## config.mk

```make
export PLATFORM = sky130hd
export DESIGN_NAME = bpfa_ctrl
export DESIGN_NICKNAME = d
export VERILOG_FILES = /design/src/rtl/core/bpfa_pkg.sv /design/src/rtl/core/bpfa_ctrl.sv
export SDC_FILE = /design/constraint.sdc
export NUM_CORES = 1
export LEC_CHECK = 0
export ABC_CLOCK_PERIOD_IN_PS = 1500
export BUFFER_PORTS_ARGS = -buffer_cell sky130_fd_sc_hd__buf_2
export CORE_MARGIN = 2
export CORE_UTILIZATION = 35
export CTS_BUF_LIST = sky130_fd_sc_hd__clkbuf_16
export DETAILED_ROUTE_END_ITERATION = 16
export GPL_ROUTABILITY_DRIVEN = 0
export HOLD_SLACK_MARGIN = 0.06
export MAX_ROUTING_LAYER = met4
export PLACE_DENSITY = 0.78
export SLEW_MARGIN = 25
export SYNTH_ARGS = -nofsm -noshare
export SYNTH_HDL_FRONTEND = slang
export SYNTH_SLANG_ARGS = --single-unit
```

## constraint.sdc

```tcl
create_clock -name clk -period 1.5 [get_ports clk]
set_clock_uncertainty 0.1 [all_clocks]
set_input_delay 0.075 -clock clk [delete_from_list [all_inputs] [get_ports clk]]
set_output_delay 0.075 -clock clk [all_outputs]
set_load 0.02 [all_outputs]
```

## src/rtl/core/bpfa_pkg.sv

```systemverilog
// shared types and constants of the bitmap page frame allocator
// used by every other module under rtl/core except bpfa_bitmap_mem, no dependencies
package bpfa_pkg;

    localparam int MAX_PAGES_DEF  = 4096;
    localparam int WORD_BITS_DEF  = 64;
    localparam int PAGE_SHIFT_DEF = 12;

    localparam int ADDR_W       = 64;
    localparam int PAGE_COUNT_W = 13;
    localparam int OPCODE_W     = 2;
    localparam int STATUS_W     = 2;
    localparam int CFG_INDEX_W  = 2;

    localparam logic [CFG_INDEX_W-1:0] CFG_BASE_ADDRESS = 2'd0;
    localparam logic [CFG_INDEX_W-1:0] CFG_PAGE_COUNT   = 2'd1;
    localparam logic [CFG_INDEX_W-1:0] CFG_RESERVED_END = 2'd2;

    typedef enum logic [OPCODE_W-1:0] {
        OP_INIT  = 2'd0,
        OP_ALLOC = 2'd1,
        OP_FREE  = 2'd2,
        OP_NOP   = 2'd3
    } opcode_t;

    typedef enum logic [STATUS_W-1:0] {
        ST_DONE     = 2'd0,
        ST_NO_FRAME = 2'd1,
        ST_BAD_ADDR = 2'd2
    } status_t;

    // controller to datapath
    typedef struct packed {
        logic    init_load;
        logic    free_load;
        logic    scan_load;
        logic    resv_load;
        logic    sweep_run;
        logic    scan_run;
        logic    alloc_wb;
        logic    div_start;
        logic    free_rd;
        logic    free_wr;
        logic    post_en;
        logic    post_addr;
        status_t post_stat;
        logic    out_load;
    } bpfa_cmd_t;

    // datapath to controller
    typedef struct packed {
        logic scan_hit;
        logic scan_miss;
        logic free_bad;
        logic sweep_done;
    } bpfa_stat_t;

endpackage

```

## src/rtl/core/bpfa_ctrl.sv

```systemverilog
// controller: operation sequencing and the output word handshake
// depends on bpfa_pkg
module bpfa_ctrl (
    input  logic                            clk,
    input  logic                            rst_n,
    input  logic                            s_tvalid,
    input  logic [bpfa_pkg::OPCODE_W-1:0]   s_tuser,
    output logic                            s_tready,
    output logic                            m_tvalid,
    input  logic                            m_tready,
    output bpfa_pkg::bpfa_cmd_t             cmd,
    input  bpfa_pkg::bpfa_stat_t            stat
);

    import bpfa_pkg::*;

    typedef enum logic [3:0] {
        S_IDLE,
        S_INIT_CHK,
        S_SWEEP,
        S_SCAN,
        S_ALLOC_WB,
        S_FREE_CHK,
        S_FREE_RD,
        S_FREE_WR,
        S_FINISH
    } state_t;

    state_t  state_reg;
    state_t  state_next;
    logic    out_valid_reg;
    logic    out_valid_next;
    logic    accept;
    opcode_t op;

    assign s_tready = state_reg == S_IDLE;
    assign m_tvalid = out_valid_reg;
    assign accept   = s_tvalid && s_tready;
    assign op       = opcode_t'(s_tuser);

    always_comb
    begin
        cmd            = '0;
        cmd.post_stat  = ST_DONE;
        state_next     = state_reg;
        out_valid_next = out_valid_reg && !m_tready;
        unique case (state_reg)
            S_IDLE:
            begin
                if (accept)
                begin
                    unique case (op)
                        OP_INIT:
                        begin
                            cmd.init_load = 1'b1;
                            state_next    = S_INIT_CHK;
                        end
                        OP_ALLOC:
                        begin
                            cmd.scan_load = 1'b1;
                            state_next    = S_SCAN;
                        end
                        OP_FREE:
                        begin
                            cmd.free_load = 1'b1;
                            state_next    = S_FREE_CHK;
                        end
                        default:
                        begin
                            cmd.post_en = 1'b1;
                            state_next  = S_FINISH;
                        end
                    endcase
                end
            end
            S_INIT_CHK:
            begin
                cmd.resv_load = 1'b1;
                state_next    = S_SWEEP;
            end
            S_SWEEP:
            begin
                cmd.sweep_run = 1'b1;
                if (stat.sweep_done)
                begin
                    cmd.post_en = 1'b1;
                    state_next  = S_FINISH;
                end
            end
            S_SCAN:
            begin
                cmd.scan_run = 1'b1;
                if (stat.scan_hit)
                begin
                    state_next = S_ALLOC_WB;
                end
                else if (stat.scan_miss)
                begin
                    cmd.post_en   = 1'b1;
                    cmd.post_stat = ST_NO_FRAME;
                    state_next    = S_FINISH;
                end
            end
            S_ALLOC_WB:
            begin
                cmd.alloc_wb  = 1'b1;
                cmd.post_en   = 1'b1;
                cmd.post_addr = 1'b1;
                state_next    = S_FINISH;
            end
            S_FREE_CHK:
            begin
                if (stat.free_bad)
                begin
                    cmd.post_en   = 1'b1;
                    cmd.post_stat = ST_BAD_ADDR;
                    state_next    = S_FINISH;
                end
                else
                begin
                    cmd.div_start = 1'b1;
                    state_next    = S_FREE_RD;
                end
            end
            S_FREE_RD:
            begin
                cmd.free_rd = 1'b1;
                state_next  = S_FREE_WR;
            end
            S_FREE_WR:
            begin
                cmd.free_wr = 1'b1;
                cmd.post_en = 1'b1;
                state_next  = S_FINISH;
            end
            S_FINISH:
            begin
                // output register free or being drained this cycle
                if (!out_valid_reg || m_tready)
                begin
                    cmd.out_load   = 1'b1;
                    out_valid_next = 1'b1;
                    state_next     = S_IDLE;
                end
            end
            default:
            begin
                state_next = S_IDLE;
            end
        endcase
    end

    always_ff @(posedge clk or negedge rst_n)
    begin
        if (!rst_n)
        begin
            state_reg     <= S_IDLE;
            out_valid_reg <= 1'b0;
        end
        else
        begin
            state_reg     <= state_next;
            out_valid_reg <= out_valid_next;
        end
    end

endmodule

```

==> metrics.cfg <==
[logic_synthesis]
yosys_warnings = 0
postSynthCellCount = 63
ys_ff_latch = 5
syn_nets = 73
syn_avg_cell_area_sq_um = 7.527
syn-cell-area_sq_um = 474.2
yosysTopAreaCellShare_pct = 26.39
synth.distinct_cells = 28
synth_top_area_cell = dfrtp_1
yosysSeqAreaShare_pct = 26.39
yosys-top-cells-area = dfrtp_1 26%, nor3_1 8.4%, inv_1 6.3%, nand2b_1 5.3%, a21oi_1 4.2%

[placed_design]
dpl.cell_count = 107
dp_hpwl_mm = 1.102
io_buffers = 26
dp_slack_ns = -0.2291
placed_area_sq_um = 704.4

[critical_path]
critPathArrivalTime_ns = 1.82
cp.required_ns = 1.51
worstSetupPathType = flop to flop
crit_fanout = 3
critPathLaunchType = flop
end_kind = flop

[clock_network]
cts.root.buffer_cell = clkbuf_16
cts_tree = yes
cts_buffers = 3
cts.htree.levels = 1
clk_latency_ns = 0.23
cts.path.max_buffers = 2
clk_pin_slew_ns = 0.04
cts_sinks = 5

[timing]
min_period_over_period_pct = 120.1
maxSlewHeadroom_pct = 77.22
whs_ns = 0.08337
worst_slew_pin_slew_ns = 0.3381
fin_ws_ns = -0.3013
rsz0062_at_grt = yes
drv_slew = 0
max_freq_mhz = 555.1
setup_viol_count_final = 18
fin_crit_ns = 1.801
final-hold-violation-count = 0

[routing]
drtAntennaViolNets = 0
drtIter0Drc = 19
vias = 684
drc = 0
routed_wl_mm = 2.149
drt_first_pass_iters = 4
vias_per_cell = 5.653
wl_per_cell_microns = 17.76

[global_routing]
antenna_found_initial = 0
grt_pass1_vias = 661
grt_max_degree = 11
overflow = 0
grt_pass1_wl_mm = 2.911
grtUsageTotal_pct = 28.16

[power_and_ir_drop]
ir_drop_v = 0.001556
leakage_nw = 0.5099
power_density_mw_per_mm2 = 2180
finalPower_mw = 2.275

[layout]
fill_cells = 69
largest_reg_flops = 4
multi_input_area_sq_um = 445.4
fin_cells = 121
finalNetCount = 117
layout-drive-gt1-share_pct = 65.09
syn_to_final_growth_pct = 120.1
final_cell_area_sq_mm = 0.001044
seqCellArea_sq_um = 125.1
layout_common_cells = 21 x buf_4, 11 x buf_2, 10 x buf_6
diodes = 0
layout_commonest_cell = buf_4

[status]
status = finished with violations
violations = setup timing

[die]
io-pin-count = 27
initial_utilization_pct = 36.90
die_x_microns = 40.81
row_count = 13
die-area_sq_mm = 0.001665
dieHeight_microns = 40.81
coreArea_sq_mm = 0.001285

[hold_path]
hold_path.class = primary input to flop

[job]
cap_violations = 0

[what timing repair did]
| action | in CTS | in global routing |
|---|---|---|
| buffers inserted | 4 | 4 |
| hold endpoints to repair | 6 | 0 |
| hold buffers | 2 | 0 |
| pin swaps | 7 | 2 |
| gates resized for setup | 30 | 15 |
| endpoints found under the setup margin | 18 | 20 |
[cells in the mapped netlist]
master / count
or3_1: 2
a32oi_1: 1
nor2_1: 3
dfrtp_1: 5
nor4_2: 1
a21o_1: 1
nand2b_1: 4
and3b_1: 1
clkbuf_1: 2
nor4bb_1: 1
o21ai_0: 2
a21oi_1: 4
buf_2: 1
nor3_1: 8
o41a_1: 1
or4b_4: 1
nand3b_1: 2
nand2_2: 1
mux2i_1: 1
buf_4: 2
a211oi_1: 1
inv_1: 8
or3_4: 1
nand3_1: 1
nand2_1: 4
a31oi_1: 2
o221ai_1: 1
or3b_2: 1
[worst paths after layout]
| kind | from | end | slack [ns] | cells after the start |
|---|---|---|---|---|
| worst max-delay path | state_reg[2] | state_reg[2] | -0.30 | 4 |
| worst min-delay path | stat[2] | state_reg[0] | 0.08 | 3 |
| max in group asynchronous | rst_n | state_reg[1] | 1.06 | 2 |
| worst min register to register | m_tvalid | m_tvalid | 0.64 | 2 |
| worst max register to register | state_reg[2] | state_reg[2] | -0.30 | 4 |
| min in group asynchronous | rst_n | state_reg[3] | 0.11 | 2 |
[per-stage QoR]
stage               utilization [%]  setup TNS, ns
floorplan                         -         -1.378
global route                  81.21         -3.573
global placement              54.82        -0.6849
CTS                           74.29         -1.976
detailed placement            54.82        -0.8732
finish                        81.21         -2.680
[layout make-up]
cell class | instances | area share [%]
multi-input combinational | 45 | 42.69
tap | 15 | 1.799
timing repair buffer | 44 | 33.09
clock inverter | 1 | 0.3597
clock buffer | 3 | 7.194
sequential | 5 | 11.99
inverter | 8 | 2.878
[critical path, cell delays in order, from the launching register on]
cell	delay, ns
dfrtp_1	0.40
or4b_4	0.56
or3_4	0.37
nand2_2	0.08
and3b_1	0.18
[power by group]
part	total, mW	leakage, nW	switching, mW	internal (mW)
logic	1.58	0.402	0.810	0.767
clock network	0.450	0.0423	0.103	0.347
registers	0.248	0.0654	0.0541	0.194
total	2.27	0.510	0.967	1.31
[kinds of logic (layout without fill, tap and decap cells)]
| group | Yosys count | count (layout) | synth area share [%] |
|---|---|---|---|
| simple gates | 31 | 31 | 41.16 |
| compound gates | 13 | 13 | 18.21 |
| flops | 5 | 5 | 26.39 |
| buf+inv | 13 | 56 | 12.14 |
| mux | 1 | 1 | 2.111 |
[metal layers]
| metal | routed length, microns | GRT usage, % | share of wire (%) |
|---|---|---|---|
| met5 | 0 | - | 0 |
| met4 | 54 | 20.00 | 2.5 |
| met3 | 123 | 7.609 | 5.7 |
| met1 | 834 | 28.38 | 39 |
| met2 | 1136 | 46.48 | 53 |
Note: power is estimated with default switching activity, not from simulation.
